[config.mk]
export PLATFORM = sky130hd
export DESIGN_NAME = recursive_mutex_table
export DESIGN_NICKNAME = d
export VERILOG_FILES = /design/src/rtl/rmt_pkg.sv /design/src/rtl/rmt_ctrl.sv /design/src/rtl/rmt_datapath.sv /design/src/rtl/recursive_mutex_table.sv
export SDC_FILE = /design/constraint.sdc
export NUM_CORES = 1
export LEC_CHECK = 0
export ABC_CLOCK_PERIOD_IN_PS = 7000
export BUFFER_PORTS_ARGS = -buffer_cell sky130_fd_sc_hd__clkbuf_2
export CAP_MARGIN = 20
export CORE_MARGIN = 1
export CORE_UTILIZATION = 35
export CTS_CLUSTER_DIAMETER = 150
export CTS_CLUSTER_SIZE = 10
export DETAILED_ROUTE_END_ITERATION = 6
export PLACE_DENSITY_LB_ADDON = 0.2
export SYNTH_ARGS = -nofsm -noshare
export SYNTH_HDL_FRONTEND = slang
export SYNTH_SLANG_ARGS = --single-unit
[constraint.sdc]
create_clock -name clock -period 7 [get_ports clock]
set_input_delay 0.35 -clock clock [delete_from_list [all_inputs] [get_ports clock]]
set_output_delay 0.35 -clock clock [all_outputs]
set_load 0.01 [all_outputs]
[src/rtl/rmt_pkg.sv]
// Shared types and constants for the recursive mutex table.
package rmt_pkg;

   // Fixed field widths of the request and response streams
   localparam int unsigned REQ_TYPE_W  = 2;
   localparam int unsigned INDEX_W     = 3;
   localparam int unsigned THREAD_W    = 8;
   localparam int unsigned STATUS_W    = 3;
   localparam int unsigned SLOT_OUT_W  = 3;
   localparam int unsigned OWNER_OUT_W = 8;
   localparam int unsigned COUNT_OUT_W = 16;

   // Packed stream widths, padded to whole bytes
   localparam int unsigned REQ_TDATA_W = 16;
   localparam int unsigned RSP_TDATA_W = 32;

   typedef enum logic [REQ_TYPE_W-1:0] {
      REQ_CREATE  = 2'd0,
      REQ_ACQUIRE = 2'd1,
      REQ_RELEASE = 2'd2,
      REQ_DELETE  = 2'd3
   } req_kind_type;

   typedef enum logic [STATUS_W-1:0] {
      ST_OK         = 3'd0,
      ST_BAD_SLOT   = 3'd1,
      ST_BUSY       = 3'd2,
      ST_NO_FREE    = 3'd3,
      ST_COUNT_FULL = 3'd4
   } status_type;

   typedef enum logic {
      CTL_IDLE = 1'b0,
      CTL_EXEC = 1'b1
   } ctl_state_type;

   // Commands from the controller to the datapath
   typedef struct packed {
      logic load_req;   // capture the request fields
      logic execute;    // table read-modify-write, load the response register
   } rmt_cmd_type;

endpackage

[src/rtl/rmt_ctrl.sv]
// Controller: request/response handshake and sequencing of the table update.
module rmt_ctrl (
   input  logic                 clock,
   input  logic                 reset,
   input  logic                 req_tvalid,
   output logic                 req_tready,
   output logic                 rsp_tvalid,
   input  logic                 rsp_tready,
   output rmt_pkg::rmt_cmd_type cmd
);

   rmt_pkg::ctl_state_type state_ff;
   rmt_pkg::ctl_state_type state_in;
   logic                   rsp_valid_ff;
   logic                   rsp_valid_in;

   always_ff @(posedge clock) begin
      if (reset) begin
         state_ff     <= rmt_pkg::CTL_IDLE;
         rsp_valid_ff <= 1'b0;
      end else begin
         state_ff     <= state_in;
         rsp_valid_ff <= rsp_valid_in;
      end
   end

   always_comb begin
      state_in   = state_ff;
      cmd        = '0;
      req_tready = 1'b0;
      unique case (state_ff)
         rmt_pkg::CTL_IDLE: begin
            req_tready = 1'b1;
            if (req_tvalid) begin
               cmd.load_req = 1'b1;
               state_in     = rmt_pkg::CTL_EXEC;
            end
         end
         rmt_pkg::CTL_EXEC: begin
            // wait for the response register to be free
            if (!rsp_valid_ff || rsp_tready) begin
               cmd.execute = 1'b1;
               state_in    = rmt_pkg::CTL_IDLE;
            end
         end
         default: state_in = rmt_pkg::CTL_IDLE;
      endcase
   end

   always_comb begin
      if (cmd.execute) begin
         rsp_valid_in = 1'b1;
      end else if (rsp_tready) begin
         rsp_valid_in = 1'b0;
      end else begin
         rsp_valid_in = rsp_valid_ff;
      end
   end

   assign rsp_tvalid = rsp_valid_ff;

   a_accept_then_busy: assert property (@(posedge clock) disable iff (reset)
      (req_tvalid && req_tready) |=> (!req_tready && state_ff == rmt_pkg::CTL_EXEC))
      else $error("request accepted but controller did not move to execute");

   a_exec_loads_rsp: assert property (@(posedge clock) disable iff (reset)
      cmd.execute |=> rsp_valid_ff)
      else $error("execute did not produce a response");

   a_rsp_from_exec: assert property (@(posedge clock) disable iff (reset)
      $rose(rsp_valid_ff) |-> $past(cmd.execute))
      else $error("response appeared without an execute");

   a_no_overwrite: assert property (@(posedge clock) disable iff (reset)
      cmd.execute |-> (!rsp_valid_ff || rsp_tready))
      else $error("pending response overwritten");

endmodule

[src/rtl/rmt_datapath.sv]
// Datapath: request register, mutex slot table and response register.
module rmt_datapath #(
   parameter int unsigned MUTEX_SLOTS    = 8,
   parameter int unsigned THREAD_ID_BITS = 8,
   parameter int unsigned COUNT_BITS     = 16
) (
   input  logic                                 clock,
   input  logic                                 reset,
   input  rmt_pkg::rmt_cmd_type                 cmd,
   input  logic [rmt_pkg::REQ_TYPE_W-1:0]       req_type,
   input  logic [rmt_pkg::INDEX_W-1:0]          mutex_index,
   input  logic [rmt_pkg::THREAD_W-1:0]         thread_id,
   input  logic                                 want_recursive,
   output logic [rmt_pkg::STATUS_W-1:0]         status,
   output logic [rmt_pkg::SLOT_OUT_W-1:0]       slot_out,
   output logic                                 owner_valid,
   output logic [rmt_pkg::OWNER_OUT_W-1:0]      owner_out,
   output logic [rmt_pkg::COUNT_OUT_W-1:0]      count_out
);

   localparam int unsigned SLOT_BITS = (MUTEX_SLOTS > 1) ? $clog2(MUTEX_SLOTS) : 1;
   localparam int unsigned USED_W    = SLOT_BITS + 1;
   localparam int unsigned IDX_EXT_W =
      ((SLOT_BITS > rmt_pkg::INDEX_W) ? SLOT_BITS : rmt_pkg::INDEX_W) + 1;

   // request register
   rmt_pkg::req_kind_type               kind_ff;
   logic [rmt_pkg::INDEX_W-1:0]         index_ff;
   logic [THREAD_ID_BITS-1:0]           tid_ff;
   logic                                want_rec_ff;

   // slot table
   logic [USED_W-1:0]                   used_ff;
   logic [MUTEX_SLOTS-1:0]              active_ff;
   logic [MUTEX_SLOTS-1:0]              rec_ff;
   logic [MUTEX_SLOTS-1:0]              held_ff;
   logic [THREAD_ID_BITS-1:0]           owner_ff [MUTEX_SLOTS];
   logic [COUNT_BITS-1:0]               count_ff [MUTEX_SLOTS];

   // response register
   logic [rmt_pkg::STATUS_W-1:0]        status_ff;
   logic [rmt_pkg::SLOT_OUT_W-1:0]      slot_ff;
   logic                                valid_ff;
   logic [rmt_pkg::OWNER_OUT_W-1:0]     owner_out_ff;
   logic [rmt_pkg::COUNT_OUT_W-1:0]     count_out_ff;

   // update logic
   logic [IDX_EXT_W-1:0]                idx_ext;
   logic                                in_range;
   logic                                table_full;
   logic [SLOT_BITS-1:0]                sel;
   logic                                cur_active;
   logic                                cur_rec;
   logic                                cur_held;
   logic [THREAD_ID_BITS-1:0]           cur_owner;
   logic [COUNT_BITS-1:0]               cur_count;
   logic                                wr_en;
   logic                                used_inc;
   logic                                active_in;
   logic                                rec_in;
   logic                                held_in;
   logic [THREAD_ID_BITS-1:0]           owner_in;
   logic [COUNT_BITS-1:0]               count_in;
   logic [COUNT_BITS-1:0]               count_dec;
   rmt_pkg::status_type                 status_in;
   logic [rmt_pkg::SLOT_OUT_W-1:0]      slot_in;
   logic                                valid_in;
   logic [31:0]                         owner_wide;
   logic [31:0]                         count_wide;

   always_ff @(posedge clock) begin
      if (cmd.load_req) begin
         kind_ff     <= rmt_pkg::req_kind_type'(req_type);
         index_ff    <= mutex_index;
         tid_ff      <= THREAD_ID_BITS'(thread_id);
         want_rec_ff <= want_recursive;
      end
   end

   assign idx_ext    = IDX_EXT_W'(index_ff);
   assign in_range   = idx_ext < IDX_EXT_W'(MUTEX_SLOTS);
   assign table_full = used_ff == USED_W'(MUTEX_SLOTS);
   assign sel        = (kind_ff == rmt_pkg::REQ_CREATE) ? used_ff[SLOT_BITS-1:0]
                                                        : idx_ext[SLOT_BITS-1:0];

   assign cur_active = active_ff[sel];
   assign cur_rec    = rec_ff[sel];
   assign cur_held   = held_ff[sel];
   assign cur_owner  = owner_ff[sel];
   assign cur_count  = count_ff[sel];
   assign count_dec  = (cur_count != '0) ? (cur_count - COUNT_BITS'(1)) : cur_count;

   always_comb begin
      wr_en     = 1'b0;
      used_inc  = 1'b0;
      active_in = cur_active;
      rec_in    = cur_rec;
      held_in   = cur_held;
      owner_in  = cur_owner;
      count_in  = cur_count;
      status_in = rmt_pkg::ST_OK;
      slot_in   = index_ff;
      valid_in  = 1'b0;
      if (kind_ff == rmt_pkg::REQ_CREATE) begin
         if (table_full) begin
            status_in = rmt_pkg::ST_NO_FREE;
            slot_in   = '0;
         end else begin
            wr_en     = 1'b1;
            used_inc  = 1'b1;
            active_in = 1'b1;
            rec_in    = want_rec_ff;
            held_in   = 1'b0;
            owner_in  = '0;
            count_in  = '0;
            slot_in   = rmt_pkg::SLOT_OUT_W'(used_ff);
         end
      end else if (!in_range || !cur_active) begin
         status_in = rmt_pkg::ST_BAD_SLOT;
      end else begin
         unique case (kind_ff)
            rmt_pkg::REQ_ACQUIRE: begin
               if (!cur_held) begin
                  wr_en    = 1'b1;
                  held_in  = 1'b1;
                  owner_in = tid_ff;
                  count_in = COUNT_BITS'(1);
               end else if (cur_owner == tid_ff && cur_rec) begin
                  if (cur_count == '1) begin
                     status_in = rmt_pkg::ST_COUNT_FULL;
                  end else begin
                     wr_en    = 1'b1;
                     count_in = cur_count + COUNT_BITS'(1);
                  end
               end else begin
                  status_in = rmt_pkg::ST_BUSY;
               end
            end
            rmt_pkg::REQ_RELEASE: begin
               if (!cur_held || cur_owner != tid_ff) begin
                  status_in = rmt_pkg::ST_BUSY;
               end else begin
                  wr_en    = 1'b1;
                  count_in = count_dec;
                  if (count_dec == '0) begin
                     held_in  = 1'b0;
                     owner_in = '0;
                  end
               end
            end
            rmt_pkg::REQ_DELETE: begin
               wr_en     = 1'b1;
               active_in = 1'b0;
               held_in   = 1'b0;
               count_in  = '0;
            end
            default: begin
               status_in = rmt_pkg::ST_BAD_SLOT;
            end
         endcase
         valid_in = active_in && held_in;
      end
   end

   assign owner_wide = valid_in ? 32'(owner_in) : '0;
   assign count_wide = valid_in ? 32'(count_in) : '0;

   always_ff @(posedge clock) begin
      if (reset) begin
         used_ff   <= '0;
         active_ff <= '0;
         rec_ff    <= '0;
         held_ff   <= '0;
         for (int i = 0; i < MUTEX_SLOTS; i++) begin
            count_ff[i] <= '0;
         end
      end else if (cmd.execute) begin
         if (used_inc) begin
            used_ff <= used_ff + USED_W'(1);
         end
         if (wr_en) begin
            active_ff[sel] <= active_in;
            rec_ff[sel]    <= rec_in;
            held_ff[sel]   <= held_in;
            count_ff[sel]  <= count_in;
         end
      end
   end

   // owner is only read while the slot is held, so it needs no reset
   always_ff @(posedge clock) begin
      if (cmd.execute && wr_en) begin
         owner_ff[sel] <= owner_in;
      end
   end

   always_ff @(posedge clock) begin
      if (cmd.execute) begin
         status_ff    <= status_in;
         slot_ff      <= slot_in;
         valid_ff     <= valid_in;
         owner_out_ff <= owner_wide[rmt_pkg::OWNER_OUT_W-1:0];
         count_out_ff <= count_wide[rmt_pkg::COUNT_OUT_W-1:0];
      end
   end

   assign status      = status_ff;
   assign slot_out    = slot_ff;
   assign owner_valid = valid_ff;
   assign owner_out   = owner_out_ff;
   assign count_out   = count_out_ff;

   a_used_bound: assert property (@(posedge clock) disable iff (reset)
      used_ff <= USED_W'(MUTEX_SLOTS))
      else $error("more slots created than the table holds");

   a_held_active: assert property (@(posedge clock) disable iff (reset)
      (held_ff & ~active_ff) == '0)
      else $error("lock held on an inactive slot");

   a_create_counts: assert property (@(posedge clock) disable iff (reset)
      (cmd.execute && kind_ff == rmt_pkg::REQ_CREATE && !table_full)
      |=> used_ff == $past(used_ff) + USED_W'(1))
      else $error("create did not advance the slot count");

endmodule

[src/rtl/recursive_mutex_table.sv]
// Top level of the recursive mutex table: stream ports, controller and datapath.
//
//   channel  direction  payload                                        handshake
//   req_     in         tuser: kind; tdata: slot, thread, recursive    tvalid/tready
//   rsp_     out        tdata: status, slot, owner valid/id, count     tvalid/tready
//
// Each request is captured, then the execute state does the read-modify-write
// of the addressed slot in the table, which loads the response register.
// A new request is taken while the previous response still waits in that register;
// the update step waits only if that response has not been taken by then.
// A stalled response holds its value. Reset is synchronous and clears the
// handshake state, the slot count and the active, recursive, held and count fields
// of every slot in the same cycle; there is no clearing pass.
module recursive_mutex_table #(
   parameter int unsigned MUTEX_SLOTS    = 8,
   parameter int unsigned THREAD_ID_BITS = 8,
   parameter int unsigned COUNT_BITS     = 16
) (
   input  logic                              clock,
   input  logic                              reset,
   input  logic                              req_tvalid,
   output logic                              req_tready,
   // req_type
   input  logic [rmt_pkg::REQ_TYPE_W-1:0]    req_tuser,
   // mutex_index [2:0], thread_id [10:3], want_recursive [11], zero pad [15:12]
   input  logic [rmt_pkg::REQ_TDATA_W-1:0]   req_tdata,
   output logic                              rsp_tvalid,
   input  logic                              rsp_tready,
   // status [2:0], slot_out [5:3], owner_valid [6], owner_out [14:7],
   // count_out [30:15], zero pad [31]
   output logic [rmt_pkg::RSP_TDATA_W-1:0]   rsp_tdata
);

   rmt_pkg::rmt_cmd_type                cmd;
   logic [rmt_pkg::STATUS_W-1:0]        status;
   logic [rmt_pkg::SLOT_OUT_W-1:0]      slot_out;
   logic                                owner_valid;
   logic [rmt_pkg::OWNER_OUT_W-1:0]     owner_out;
   logic [rmt_pkg::COUNT_OUT_W-1:0]     count_out;

   rmt_ctrl u_ctrl (
      .clock      (clock),
      .reset      (reset),
      .req_tvalid (req_tvalid),
      .req_tready (req_tready),
      .rsp_tvalid (rsp_tvalid),
      .rsp_tready (rsp_tready),
      .cmd        (cmd)
   );

   rmt_datapath #(
      .MUTEX_SLOTS    (MUTEX_SLOTS),
      .THREAD_ID_BITS (THREAD_ID_BITS),
      .COUNT_BITS     (COUNT_BITS)
   ) u_datapath (
      .clock          (clock),
      .reset          (reset),
      .cmd            (cmd),
      .req_type       (req_tuser),
      .mutex_index    (req_tdata[2:0]),
      .thread_id      (req_tdata[10:3]),
      .want_recursive (req_tdata[11]),
      .status         (status),
      .slot_out       (slot_out),
      .owner_valid    (owner_valid),
      .owner_out      (owner_out),
      .count_out      (count_out)
   );

   assign rsp_tdata = {1'b0, count_out, owner_out, owner_valid, slot_out, status};

endmodule
==> results of run 1 <==
==> synthesized netlist by cell type (4+ instances only) <==
master                        n  share of area
sky130_fd_sc_hd__a211oi_1    11         0.0062
sky130_fd_sc_hd__a21oi_1     47          0.018
sky130_fd_sc_hd__a22oi_1      9         0.0050
sky130_fd_sc_hd__a31oi_1     16         0.0075
sky130_fd_sc_hd__a31oi_2      5         0.0047
sky130_fd_sc_hd__a32oi_1     10         0.0065
sky130_fd_sc_hd__and2_1      11         0.0051
sky130_fd_sc_hd__and3_1      13         0.0061
sky130_fd_sc_hd__and3b_1      4         0.0026
sky130_fd_sc_hd__buf_1        7         0.0020
sky130_fd_sc_hd__buf_2       30          0.011
sky130_fd_sc_hd__buf_4        8         0.0045
sky130_fd_sc_hd__buf_6        7         0.0059
sky130_fd_sc_hd__clkbuf_1    36          0.010
sky130_fd_sc_hd__dfxtp_1     30          0.045
sky130_fd_sc_hd__edfxtp_1   237           0.53
sky130_fd_sc_hd__ha_1         9         0.0084
sky130_fd_sc_hd__inv_1       24         0.0067
sky130_fd_sc_hd__mux2_2       4         0.0034
sky130_fd_sc_hd__mux2i_1     54          0.040
sky130_fd_sc_hd__nand2_1    124          0.035
sky130_fd_sc_hd__nand3_1     62          0.023
sky130_fd_sc_hd__nand4_1     22          0.010
sky130_fd_sc_hd__nand4b_1     4         0.0026
sky130_fd_sc_hd__nor2_1     154          0.043
sky130_fd_sc_hd__nor2b_1     39          0.018
sky130_fd_sc_hd__nor3_1      28          0.010
sky130_fd_sc_hd__nor4_1       7         0.0033
sky130_fd_sc_hd__o211ai_1     4         0.0022
sky130_fd_sc_hd__o21ai_0     34          0.013
sky130_fd_sc_hd__o22a_1       9         0.0059
sky130_fd_sc_hd__o22ai_1     15         0.0070
sky130_fd_sc_hd__o2bb2ai_1   19          0.012
sky130_fd_sc_hd__o311a_1      4         0.0030
sky130_fd_sc_hd__or2_1        4         0.0019
sky130_fd_sc_hd__or2_2        5         0.0023
sky130_fd_sc_hd__or3_1        9         0.0042
sky130_fd_sc_hd__or4_1        4         0.0022
sky130_fd_sc_hd__xnor2_1      6         0.0039
sky130_fd_sc_hd__xor2_1       4         0.0026
==> registers in the layout, summed over array words and instances (netlist names), 2 cells and up <==
signal,cells
u_datapath.active_ff,8
u_datapath.count_ff,128
u_datapath.count_out,16
u_datapath.held_ff,8
u_datapath.index_ff,3
u_datapath.kind_ff,2
u_datapath.owner_ff,64
u_datapath.owner_out,8
u_datapath.rec_ff,8
u_datapath.slot_out,3
u_datapath.status,3
u_datapath.tid_ff,8
u_datapath.used_ff,4
==> metal layers <==
| layer | global-route usage | wire (um) | vias up |
|---|---|---|---|
| li1 | - | - | 4633 |
| met1 | 0.290 | 18000 | 5051 |
| met2 | 0.310 | 17800 | 382 |
| met3 | 0.0195 | 2430 | 72 |
| met4 | 0.0540 | 908 | 0 |
| met5 | 0 | 0 | - |
==> where the power goes <==
group          internal, mW  total, mW  switching [mW]
clock                 0.822       1.43           0.609
sequential             1.79       1.81          0.0173
combinational         0.160      0.530           0.370
==> worst min-delay path, cell delays in order <==
cell and delay [ps]:
sky130_fd_sc_hd__clkbuf_2 90, sky130_fd_sc_hd__nor2_1 80, sky130_fd_sc_hd__nor3_1 40
==> final timing paths <==
path,from,end,cells past startpoint
worst min register to register,u_datapath.active_ff[2],u_datapath.active_ff[2],1
worst max-delay path,u_datapath.kind_ff[1],u_datapath.owner_ff[0][0],17
worst min-delay path,req_tvalid,u_ctrl.state_ff,3
worst max register to register,u_datapath.kind_ff[1],u_datapath.owner_ff[0][0],17
==> through the flow <==
| stage | total power [mW] | hold slack, ps | std cells | worst slack [ps] |
|---|---|---|---|---|
| after detailed placement | 2.36 | 444 | 1734 | 1090 |
| final | 3.77 | 58.3 | 1804 | 973 |
| after global placement | 2.35 | 444 | 1733 | 1150 |
| after CTS | 3.79 | 40.5 | 1804 | 1070 |
| after floorplan | 2.18 | 426 | 1213 | 2090 |
| after global routing | 3.90 | 90.4 | 1804 | 568 |
==> kinds of logic after synthesis <==
family,synth area share
fa+ha+maj,0.00841
mux,0.0466
buf+inv,0.0407
simple gates,0.191
flops,0.577
other cells,0.000280
xor+xnor,0.00654
compound gates,0.130
==> cell type report <==
| type | instances | area share |
|---|---|---|
| Sequential cell | 267 | 0.507 |
| Multi-Input combinational cell | 833 | 0.337 |
| Clock buffer | 55 | 0.0569 |
| Timing Repair Buffer | 112 | 0.0502 |
| Tap cell | 511 | 0.0420 |
| Inverter | 25 | 0.00617 |
| Clock inverter | 1 | 0.000329 |
==> summary by stage, run 1 <==
Finish
Across the whole layout, storage elements account for 7720 um2. Leaving out fill and tap cells, the most frequent cell in the layout is sky130_fd_sc_hd__edfxtp_1. In the layout the commonest cells are 237 x sky130_fd_sc_hd__edfxtp_1, 154 x sky130_fd_sc_hd__nor2_1, 124 x sky130_fd_sc_hd__nand2_1, 62 x sky130_fd_sc_hd__nand3_1, 54 x sky130_fd_sc_hd__mux2i_1. The ratio of cells with drive above 1 in the final layout is 0.135.

The post-route standard cell area excluding fillers is 15200 um2. The number of antenna diodes is 0. Relative to the synthesized area, the layout overhead comes to 13.6%. The area occupied by multi-input gates is 5120 um2. At the end of the flow, the number of nets in the layout was 1300. For this run, the share of the core covered by cells in the final layout is 0.404. Fill cells in the final layout number between 3000 and 4000.

Global route
The total global routing overflow is 0. The via count of the first global-routing pass is 9485. The first global-routing pass estimated just under 60000 um of wire. The largest net degree at the start of global routing is 67. The number of antenna violations at the first check in global routing was 0. The overall fraction of global-route tracks in use is 0.198.

Die
The floorplan has 71 rows. The y dimension of the die is 198 um. The width of the chip is roughly 200 um. The core footprint is between 30000 and 40000 um2. The area enclosed by the die boundary is 39000 um2.

56 I/O pins were placed. The effective utilization at floorplan is 0.355.

Timing
The final critical-path share of the clock period is 0.861. The headroom to the max-slew limit is 0.276. Setup repair after global routing left no endpoint under its margin. The final critical-path required period is about 6000 ps.

The aggregate negative setup slack is 0 ps. The number of hold violations in the final report is 0. The worst clock skew on the final layout is 12.8 ps. The number of pins exceeding their max-slew limit in the final report is 0. Setup violations remaining at the end of the flow were counted as 0. At the pin with the least slew margin, the transition time is 1090 ps. Based on the critical path, the design can be clocked at up to 166 MHz.

Detailed routing
The total via count after detailed routing is between 10000 and 15000. The wire length per cell after detailed routing is approximately 22 um. The number of violations reported at the end of detailed-routing iteration 0 is ~960.

The final routed wirelength across all metal layers is 39100 um. The antenna violation net count after detailed routing is 0. The final routed DRC violation total is 0.

The first detailed-routing pass ran for 5 iterations. In the routed layout, each cell is associated on average with a via count of around 5.6.

Yosys
The most common flop cell mapped by yosys is sky130_fd_sc_hd__edfxtp_1. The area of the mapped netlist is 13400 um2. For this run, the register share of the synthesized area comes to 0.577. The mean instance size in the synthesized netlist is 11.0 um2.

After synthesis, the share of flip-flops with an asynchronous set or reset is 0. The flip-flop and latch count after synthesis is 267. Yosys printed 0 warnings.

Synthesis produced a netlist with a net count of ~1200. The number of distinct library cell variants in the gate-level netlist after synthesis is 94. The gate count of the mapped netlist is 1213.

The count of flip-flops with a built-in enable after synthesis is approximately 240.

Run status
The run finished with clean final reports.

Clocking
TritonCTS built the clock tree. The root buffer cell is sky130_fd_sc_hd__clkbuf_16. CTS built an H-tree with a depth of 1. The number of clock sinks is approximately 270.

The total CTS buffers is 30. Post-CTS timing repair inserted 0 buffers for setup. After clock tree synthesis, the clock-pin slew on the worst setup and hold paths is 50 ps. The number of gates given a new drive strength after cts is 0.

The count of hold-fix buffers inserted at cts is 14. Clock latency on the worst-skew pair, taken at its later pin, is 560 ps. The buffer levels on the longest clock path is 3.

Setup path
The internal reg-to-reg setup slack is ~1000 ps. The critical path goes through inv_1, ha_1, mux2i_4, buf_4, o31ai_1, a211oi_1, o22a_1, ha_1, inv_1, a2111o_1, nor2_1, nand4_1, a22o_1, o211ai_1, nand4_1, o21ai_0, nand2_1. The worst setup path is captured at a register. The critical path is of the reg -> reg type. STA classifies the critical path startpoint as a register. Grouping stages by cell kind, the critical path spends the most delay in compound AO/OA/AOI/OAI gates. The slowest stage of the critical path is the sky130_fd_sc_hd__buf_4 cell.

On the worst path, the slowest cell contributes a delay of around 580 ps. Data on the critical path arrives at its endpoint at about 6200 ps. The worst endpoint required time is 7210 ps. The maximum net fanout on the critical path is 50. The count of buffering cells on the critical path with inverters included is 3.

Power and ir drop
The reported leakage power is 5.31 nW. The total power per unit cell area is 248 nW/um2. The peak supply drop is 0.161 mV.

Placement
The cell area after placement is between 10000 and 15000 um2. The placed wire-length estimate is between 20000 and 30000 um. During placement, the flow inserted port buffers numbering 50. At the end of routability-driven placement, the weighted congestion stood at 0.938.

Min path
The type of the most critical hold path is in -> reg.

Job
The count of maximum capacitance violations is 0.
(Power assumes the default switching activity.)
==> run 2, diff against run 1 <==
--- a/config.mk
+++ b/config.mk
@@ -5,9 +5,10 @@
 export SDC_FILE = /design/constraint.sdc
 export NUM_CORES = 1
 export LEC_CHECK = 0
-export ABC_CLOCK_PERIOD_IN_PS = 7000
+export ABC_CLOCK_PERIOD_IN_PS = 7600
 export BUFFER_PORTS_ARGS = -buffer_cell sky130_fd_sc_hd__clkbuf_2
 export CAP_MARGIN = 20
+export CORE_ASPECT_RATIO = 0.75
 export CORE_MARGIN = 1
 export CORE_UTILIZATION = 35
 export CTS_CLUSTER_DIAMETER = 150
==> constraint.sdc (replaced) <==
create_clock -name clock -period 7.6 [get_ports clock]
set_input_delay 0.38 -clock clock [delete_from_list [all_inputs] [get_ports clock]]
set_output_delay 0.38 -clock clock [all_outputs]
set_load 0.01 [all_outputs]
==> summary by stage, run 2 (synthesis results as in run 1) <==
Detailed routing
The antenna violation net count after detailed routing is 0 (unchanged). The count of TritonRoute iterations in the first routing pass is 5 (unchanged). The wire length per cell after detailed routing is 23.5 um (was 21.7 um). The total via count after detailed routing is 10200 (was 10100). The final routed wirelength across all metal layers came to 42300 um (was 39100 um).

The number of violations reported at the end of detailed-routing iteration 0 is 1196 (was 958). The average vias per placed instance was 5.65 (was 5.62). The final routed DRC violation total came to 0 (unchanged).

Global route
The met3 capacity usage during global routing is 0.0413 (was 0.0195). The total global routing overflow was 0 (unchanged). The global routing usage on met2 is 0.309 (was 0.310). The largest net degree at the start of global routing was 55 (was 67).

The number of antenna violations at the first check in global routing is 0 (unchanged). The via count of the first global-routing pass is 9492 (was 9485). The overall fraction of global-route tracks in use is 0.215 (was 0.198). The most congested layer reported by global routing is met1 (was met2). The global-route wire length before repair is 62700 um (was 58100 um). The met1 capacity usage during global routing is 0.332 (was 0.290).

Min path
The type of the most critical hold path is in -> reg (unchanged). The startpoint of the lowest-slack hold path is req_tvalid (unchanged). The cell depth of the worst hold path is 3 (unchanged). The terminating pin of the worst hold path is u_ctrl.state_ff (unchanged).

Die
The area enclosed by the die boundary is 39000 um2 (about the same). The y dimension of the die was 171 um (was 198 um). The core footprint is 37400 um2 (was 37700 um2).

The effective utilization at floorplan is 0.358 (was 0.355). The number of standard-cell rows in the floorplan is 61 (was 71). The total I/O pin count was 56 (unchanged). The width of the chip is 228 um (was 198 um).

Clocking
The register clock-pin slew on the reported worst setup and hold paths is 50 ps (about the same). The latest clock arrival within the worst-skew pair is 590 ps (was 560 ps). The number of clock sinks is 267 (unchanged). The buffer levels on the longest clock path is 3 (unchanged). The total CTS buffers is 30 (unchanged). The root buffer cell is sky130_fd_sc_hd__clkbuf_16 (unchanged). The H-tree depth reported by CTS was 1 (unchanged). The TritonCTS clock tree is yes (unchanged).

The number of gates given a new drive strength after cts is 0 (unchanged).

Setup path
The internal reg-to-reg setup slack is 1180 ps (was 970 ps). The endpoint of the worst register-to-register path is u_datapath.count_ff[4][14] (was u_datapath.owner_ff[0][0]). The cell count of the worst reg-to-reg path was 17 (unchanged). Crit path cell chain: inv_1, ha_1, mux2i_4, buf_4, mux2i_1, o22ai_1, o21ai_0, nand4b_1, or4_1, nor2_2, nand2_1, a41oi_2, buf_4, and3_1, buf_4, or2_1, buf_4 (was inv_1, ha_1, mux2i_4, buf_4, o31ai_1, a211oi_1, o22a_1, ha_1, inv_1, a2111o_1, nor2_1, nand4_1, a22o_1, o211ai_1, nand4_1, o21ai_0, nand2_1). The slowest cell on the critical path was sky130_fd_sc_hd__or4_1 (was sky130_fd_sc_hd__buf_4).

The arrival time at the worst endpoint came to 6660 ps (was 6240 ps). The maximum net fanout on the critical path is 28 (was 50). The worst endpoint required time is 7840 ps (was 7210 ps). The category of the worst setup path capture point is a register (unchanged). The start of the worst register-to-register path is u_datapath.kind_ff[1] (unchanged).

The type of the worst setup path is reg -> reg (unchanged). The largest incremental delay on the critical path is 880 ps (was 580 ps). The launching element type of the critical path is a register (unchanged). The most prevalent standard cell on the critical path is sky130_fd_sc_hd__buf_4.

Timing
The final critical-path share of the clock period is 0.845 (was 0.861). The aggregate negative setup slack is 0 ps (unchanged). The number of pins exceeding their max-slew limit in the final report is 0 (unchanged). Setup repair after global routing missed its margin: no (unchanged).

The number of setup violations in the final report is 0 (unchanged). The worst clock skew on the final layout came to 23.6 ps (was 12.8 ps). The worst hold slack is 65.0 ps (was 58.3 ps).

The slack of the critical path was 1180 ps (was 973 ps). The headroom to the max-slew limit came to 0.268 (was 0.276). The transition time at the pin with the least slew margin is 1100 ps (was 1090 ps).

The maximum frequency from static timing analysis is 156 MHz (was 166 MHz). The final critical-path required period is 6420 ps (was 6030 ps). The number of hold violations in the final report came to 0 (unchanged).

Placement
The placed wire-length estimate is 27700 um (was 25600 um). The count of input and output buffers came to 50 (unchanged). The placement-stage worst setup slack is 1290 ps (was 1090 ps). The cell area after placement is 14200 um2 (about the same). The global placer's final weighted congestion came to 0.903 (was 0.938).

Power and ir drop
The peak supply drop is 0.212 mV (was 0.161 mV). The total power per unit cell area is 231 nW/um2 (was 248 nW/um2). The reported leakage power is 5.34 nW (was 5.31 nW).

Finish
The number of flip-flops in the largest register came to 128 (unchanged). The commonest non-fill, non-tap cell in the layout is sky130_fd_sc_hd__edfxtp_1 (unchanged). The post-layout utilization of the core was 0.408 (was 0.404). The ratio of cells with drive above 1 in the final layout came to 0.139 (was 0.135). The number of antenna diodes is 0 (unchanged). The final-stage net count came to 1304 (was 1300).

The largest register by flop count is u_datapath.count_ff (unchanged). The post-route standard cell area excluding fillers is 15300 um2 (was 15200 um2). The area growth from synthesis to layout is 14.1% (was 13.6%).

Highest-count cells in the layout ignoring fill and taps: 237 x sky130_fd_sc_hd__edfxtp_1, 154 x sky130_fd_sc_hd__nor2_1, 124 x sky130_fd_sc_hd__nand2_1, 62 x sky130_fd_sc_hd__nand3_1, 54 x sky130_fd_sc_hd__mux2i_1 (unchanged).

Job
The count of maximum capacitance violations is 0 (unchanged).

Run status
Result of the run: complete, no violations (unchanged).
run 2: power by group:
part / internal (mW) / total, mW / switching [mW]
clock: 0.744 / 1.35 / 0.603
sequential: 1.65 / 1.66 / 0.0156
combinational: 0.155 / 0.511 / 0.356
run 2: layout make-up:
class	instances	area [um2]
clock buffers	54	841
clock inverters	2	35.0
fillers	3660	22100
inverters	25	93.8
multi-input cells	833	5130
flip-flops and latches	267	7720
well taps	504	631
repair buffers	116	818
run 2: worst max-delay path by stage:
stage                            endpoint  slack [ps]                  start  depth (start not counted)
2_1_floorplan   u_datapath.count_ff[4][0]        2690  u_datapath.kind_ff[0]                         21
3_3_place_gp   u_datapath.count_ff[4][12]        1370  u_datapath.kind_ff[0]                         17
3_5_place_dp   u_datapath.count_ff[4][12]        1290  u_datapath.kind_ff[1]                         17
4_1_cts        u_datapath.count_ff[4][10]        1270  u_datapath.kind_ff[1]                         17
5_1_grt        u_datapath.count_ff[4][10]         900  u_datapath.kind_ff[1]                         17
6_report       u_datapath.count_ff[4][14]        1180  u_datapath.kind_ff[1]                         17
run 2: metal layers:
metal / vias up / part of all wire
met2: 410 / 0.41
met4: 0 / 0.018
li1: 4646 / -
met5: - / 0
met3: 45 / 0.078
met1: 5068 / 0.50
run 2: through the flow:
| stage | instances | total power [mW] |
|---|---|---|
| 4_1_cts | 1800 | 3.54 |
| 6_report | 1801 | 3.52 |
| 5_1_grt | 1801 | 3.64 |
| 3_3_place_gp | 1730 | 2.18 |
| 3_5_place_dp | 1730 | 2.19 |
| 2_1_floorplan | 1213 | 2.01 |
run 2: critical path, delay by kind of cell, from the launching register on:
| family | cells | cell delay, ps |
|---|---|---|
| buffers and inverters | 5 | 1340 |
| adder cells (fa/ha/maj) | 1 | 680 |
| AND/OR/NAND/NOR | 6 | 1910 |
| multiplexers | 2 | 960 |
| flip-flops | 1 | 420 |
| AO/OA/AOI/OAI | 3 | 710 |
run 2: repair_timing:
| action | CTS | global route |
|---|---|---|
| buffers inserted | 0 | 0 |
| hold buffers | 14 | 0 |
| endpoints found under the hold margin | 14 | 0 |
==> run 3, diff against run 2 <==
--- a/config.mk
+++ b/config.mk
@@ -5,7 +5,8 @@
 export SDC_FILE = /design/constraint.sdc
 export NUM_CORES = 1
 export LEC_CHECK = 0
-export ABC_CLOCK_PERIOD_IN_PS = 7600
+export ABC_AREA = 1
+export ABC_CLOCK_PERIOD_IN_PS = 5700
 export BUFFER_PORTS_ARGS = -buffer_cell sky130_fd_sc_hd__clkbuf_2
 export CAP_MARGIN = 20
 export CORE_ASPECT_RATIO = 0.75
==> constraint.sdc (replaced) <==
create_clock -name clock -period 5.7 [get_ports clock]
set_input_delay 0.285 -clock clock [delete_from_list [all_inputs] [get_ports clock]]
set_output_delay 0.285 -clock clock [all_outputs]
set_load 0.01 [all_outputs]
==> summary by stage, run 3 <==
Global route
The global-route wire length before repair is 63900 um (was 62700 um). The via count of the first global-routing pass was 10400 (was 9492). The largest net degree at the start of global routing is 46 (was 55). The total global routing overflow came to 0 (unchanged). The number of antenna violations at the first check in global routing is 1 (was 0). The overall fraction of global-route tracks in use is 0.201 (was 0.215).

Clocking
The total CTS buffers came to 30 (unchanged). The latest clock arrival within the worst-skew pair was 580 ps (was 590 ps). The buffer levels on the longest clock path came to 3 (unchanged). The number of clock sinks is 267 (unchanged). The H-tree depth reported by CTS is 1 (unchanged). The post-CTS setup buffer count is 0 (unchanged).

The register clock-pin slew on the reported worst setup and hold paths is 60 ps (was 50 ps). The TritonCTS clock tree is yes (unchanged). The root buffer cell is sky130_fd_sc_hd__clkbuf_16 (unchanged).

Job
The count of maximum capacitance violations is 0 (unchanged).

Power and ir drop
The total power per unit cell area is 301 nW/um2 (was 231 nW/um2). The overall power after layout came to 4.85 mW (was 3.52 mW). The reported leakage power was 6.73 nW (was 5.34 nW).

The peak supply drop is 0.191 mV (was 0.212 mV).

Placement
The placed wire-length estimate is 29400 um (was 27700 um). The placement-stage worst setup slack is 418 ps (was 1290 ps). The count of input and output buffers is 50 (unchanged). The count of placed standard cells including taps is 2212 (was 1730). The cell area after placement is 15100 um2 (was 14200 um2). The global placer's final weighted congestion is 0.922 (was 0.903).

Die
The number of standard-cell rows in the floorplan is 63 (was 61). The width of the chip came to 235 um (was 228 um). The effective utilization at floorplan is 0.358 (about the same). The area enclosed by the die boundary came to 41700 um2 (was 39000 um2).

The core footprint is 39900 um2 (was 37400 um2). The y dimension of the die was 177 um (was 171 um). The total I/O pin count is 56 (unchanged).

Timing
The final critical-path share of the clock period is 0.888 (was 0.845). The headroom to the max-slew limit is 0.412 (was 0.268). The number of setup violations in the final report came to 0 (unchanged).

The worst hold slack is 192 ps (was 65.0 ps). The worst clock skew on the final layout came to 13.5 ps (was 23.6 ps). The number of hold violations in the final report is 0 (unchanged). The transition time at the pin with the least slew margin came to 882 ps (was 1100 ps).

Setup repair after global routing missed its margin: no (unchanged). The final critical-path required period is 5060 ps (was 6420 ps). The slack of the critical path was 638 ps (was 1180 ps). The number of pins exceeding their max-slew limit in the final report came to 0 (unchanged). The aggregate negative setup slack is 0 ps (unchanged).

The maximum frequency from static timing analysis is 198 MHz (was 156 MHz).

Yosys
The flip-flop and latch count after synthesis came to 267 (unchanged). The area of the mapped netlist came to 14300 um2 (was 13400 um2). The number of warnings printed during yosys synthesis is 0 (unchanged). List of most frequent post-synthesis cells: 478 x sky130_fd_sc_hd__nand2_1, 245 x sky130_fd_sc_hd__nor2_1, 237 x sky130_fd_sc_hd__edfxtp_1 (was 237 x sky130_fd_sc_hd__edfxtp_1, 154 x sky130_fd_sc_hd__nor2_1, 124 x sky130_fd_sc_hd__nand2_1). The most frequently used cell type in the post-synthesis netlist is sky130_fd_sc_hd__nand2_1 (was sky130_fd_sc_hd__edfxtp_1). The most common flop cell mapped by yosys is sky130_fd_sc_hd__edfxtp_1 (unchanged). The share of flip-flops with an asynchronous set or reset came to 0 (unchanged). The share of Yosys cell area claimed by the top area cell type is 0.498 (was 0.532).

Cell types occupying the most area after synthesis: sky130_fd_sc_hd__edfxtp_1 50%, sky130_fd_sc_hd__nand2_1 13%, sky130_fd_sc_hd__nor2_1 6.4% (was sky130_fd_sc_hd__edfxtp_1 53%, sky130_fd_sc_hd__dfxtp_1 4.5%, sky130_fd_sc_hd__nor2_1 4.3%). The number of distinct library cell variants in the gate-level netlist after synthesis came to 51 (was 94). The gate count of the mapped netlist is 1665 (was 1213).

The post-synthesis sequential area ratio is 0.540 (was 0.577). The mean instance size in the synthesized netlist is 8.59 um2 (was 11.0 um2). The most area-hungry cell type in the Yosys netlist is sky130_fd_sc_hd__edfxtp_1 (unchanged). The count of flip-flops with a built-in enable after synthesis is 237 (unchanged).

The net count of the mapped netlist is 1696 (was 1244).

Setup path
The arrival time at the worst endpoint is 5390 ps (was 6660 ps). The category of the worst setup path capture point was a register (unchanged). The worst endpoint required time came to 6020 ps (was 7840 ps). The maximum net fanout on the critical path is 24 (was 28).

The type of the worst setup path is reg -> reg (unchanged). The cell count of the worst reg-to-reg path is 23 (was 17). The launching element type of the critical path is a register (unchanged).

Finish
The ratio of cells with drive above 1 in the final layout is 0.125 (was 0.139). The post-layout utilization of the core is 0.404 (was 0.408). Highest-count cells in the layout ignoring fill and taps: 478 x sky130_fd_sc_hd__nand2_1, 245 x sky130_fd_sc_hd__nor2_1, 237 x sky130_fd_sc_hd__edfxtp_1, 179 x sky130_fd_sc_hd__inv_1, 162 x sky130_fd_sc_hd__nand3_1 (was 237 x sky130_fd_sc_hd__edfxtp_1, 154 x sky130_fd_sc_hd__nor2_1, 124 x sky130_fd_sc_hd__nand2_1, 62 x sky130_fd_sc_hd__nand3_1, 54 x sky130_fd_sc_hd__mux2i_1). The non-filler instance count after layout is 2284 (was 1801).

The area growth from synthesis to layout was 12.8% (was 14.1%). The commonest non-fill, non-tap cell in the layout is sky130_fd_sc_hd__nand2_1 (was sky130_fd_sc_hd__edfxtp_1). The post-route standard cell area excluding fillers is 16100 um2 (was 15300 um2). The number of flip-flops in the largest register came to 128 (unchanged). The largest register by flop count is u_datapath.count_ff (unchanged). The final-stage net count was 1771 (was 1304). The number of antenna diodes is 0 (unchanged).

Detailed routing
The antenna violation net count after detailed routing is 0 (unchanged). The wire length per cell after detailed routing is 18.2 um (was 23.5 um). The average vias per placed instance is 4.99 (was 5.65). The total via count after detailed routing was 11400 (was 10200). The final routed wirelength across all metal layers is 41500 um (was 42300 um).

The number of violations reported at the end of detailed-routing iteration 0 came to 1247 (was 1196). The count of TritonRoute iterations in the first routing pass is 6 (was 5). The final routed DRC violation total was 0 (unchanged).

Min path
The cell depth of the worst hold path is 2 (was 3). The type of the most critical hold path is in -> reg (unchanged).

Run status
Result of the run: complete, no violations (unchanged).
==> run 3: cell types whose count changed in the layout (fill, tap and decap cells not counted), moves of 15 or more <==
cell,before,now
sky130_fd_sc_hd__nor3_1,28,10
sky130_fd_sc_hd__inv_1,24,179
sky130_fd_sc_hd__a31oi_1,16,0
sky130_fd_sc_hd__nor2_2,1,20
sky130_fd_sc_hd__mux2i_1,54,1
sky130_fd_sc_hd__nor2_1,154,245
sky130_fd_sc_hd__o2bb2ai_1,19,0
sky130_fd_sc_hd__buf_4,49,34
sky130_fd_sc_hd__o21ai_0,34,49
sky130_fd_sc_hd__nand3_1,62,162
sky130_fd_sc_hd__nand2_1,124,478
sky130_fd_sc_hd__nor2b_1,39,0
==> run 3: cells by family (layout without fill, tap and decap cells) <==
family | count (synthesis) | after routing | share of synthesized area
adder cells (fa/ha/maj) | 9 | 9 | 0.00788
buffers and inverters | 255 | 354 | 0.0814
other | 1 | 1 | 0.000262
XOR/XNOR | 12 | 12 | 0.00735
flip-flops | 267 | 267 | 0.540
AO/OA/AOI/OAI | 144 | 144 | 0.0618
AND/OR/NAND/NOR | 976 | 976 | 0.301
multiplexers | 1 | 1 | 0.000700
==> run 3: area by class of cell <==
class	instances	area, um2
Timing Repair Buffer	102	706
Fill cell	3968	23800
Clock buffer	54	841
Tap cell	520	651
Clock inverter	2	35.0
Multi-Input combinational cell	1143	5440
Inverter	196	738
Sequential cell	267	7720
==> run 3: path summary, 6_finish.rpt <==
| kind | startpoint | end | slack (ps) |
|---|---|---|---|
| hold / removal | reset | u_ctrl.rsp_tvalid | 190 |
| setup reg to reg | u_datapath.kind_ff[1] | u_datapath.count_out[9] | 640 |
| hold reg to reg | u_datapath.held_ff[3] | u_datapath.held_ff[3] | 470 |
| setup / recovery | u_datapath.kind_ff[1] | u_datapath.count_out[9] | 640 |
==> run 3: what timing repair did <==
| item | 4_1_cts | 5_1_grt |
|---|---|---|
| endpoints found under the hold margin | 16 | 0 |
| resized for setup | 0 | 3 |
| hold buffers | 16 | 0 |
| endpoints found under the setup margin | 0 | 5 |
==> run 3: power breakdown <==
group	switching, mW	internal [mW]	leakage (nW)
combinational	0.651	0.216	3.72
sequential	0.0177	2.20	2.59
clock	0.778	0.991	0.413
total	1.45	3.41	6.73
==> run 3: critical path, stage by stage (launching register included) <==
cell and delay, ps:
sky130_fd_sc_hd__edfxtp_1 460, sky130_fd_sc_hd__inv_1 140, sky130_fd_sc_hd__ha_2 360, sky130_fd_sc_hd__inv_2 120, sky130_fd_sc_hd__nand2_1 100, sky130_fd_sc_hd__nand2_2 160
sky130_fd_sc_hd__nor2_4 460, sky130_fd_sc_hd__buf_4 260, sky130_fd_sc_hd__nand3_1 80, sky130_fd_sc_hd__nand2_1 170, sky130_fd_sc_hd__inv_1 60, sky130_fd_sc_hd__nand2_1 270
sky130_fd_sc_hd__nand2_1 160, sky130_fd_sc_hd__nor2_1 180, sky130_fd_sc_hd__nand3_1 380, sky130_fd_sc_hd__nand2_1 270, sky130_fd_sc_hd__nand3_1 100, sky130_fd_sc_hd__nor2_1 130
sky130_fd_sc_hd__nand3_2 230, sky130_fd_sc_hd__nand2_1 150, sky130_fd_sc_hd__nand2_2 80, sky130_fd_sc_hd__nand2_4 270, sky130_fd_sc_hd__inv_2 50, sky130_fd_sc_hd__and2_1 150
==> run 3: per-layer routing <==
layer	track usage	wire length, um	share of wire
met1	0.310	20600	0.50
met2	0.283	16600	0.40
met3	0.0471	3620	0.087
met4	0.0381	630	0.015
met5	0	0	0
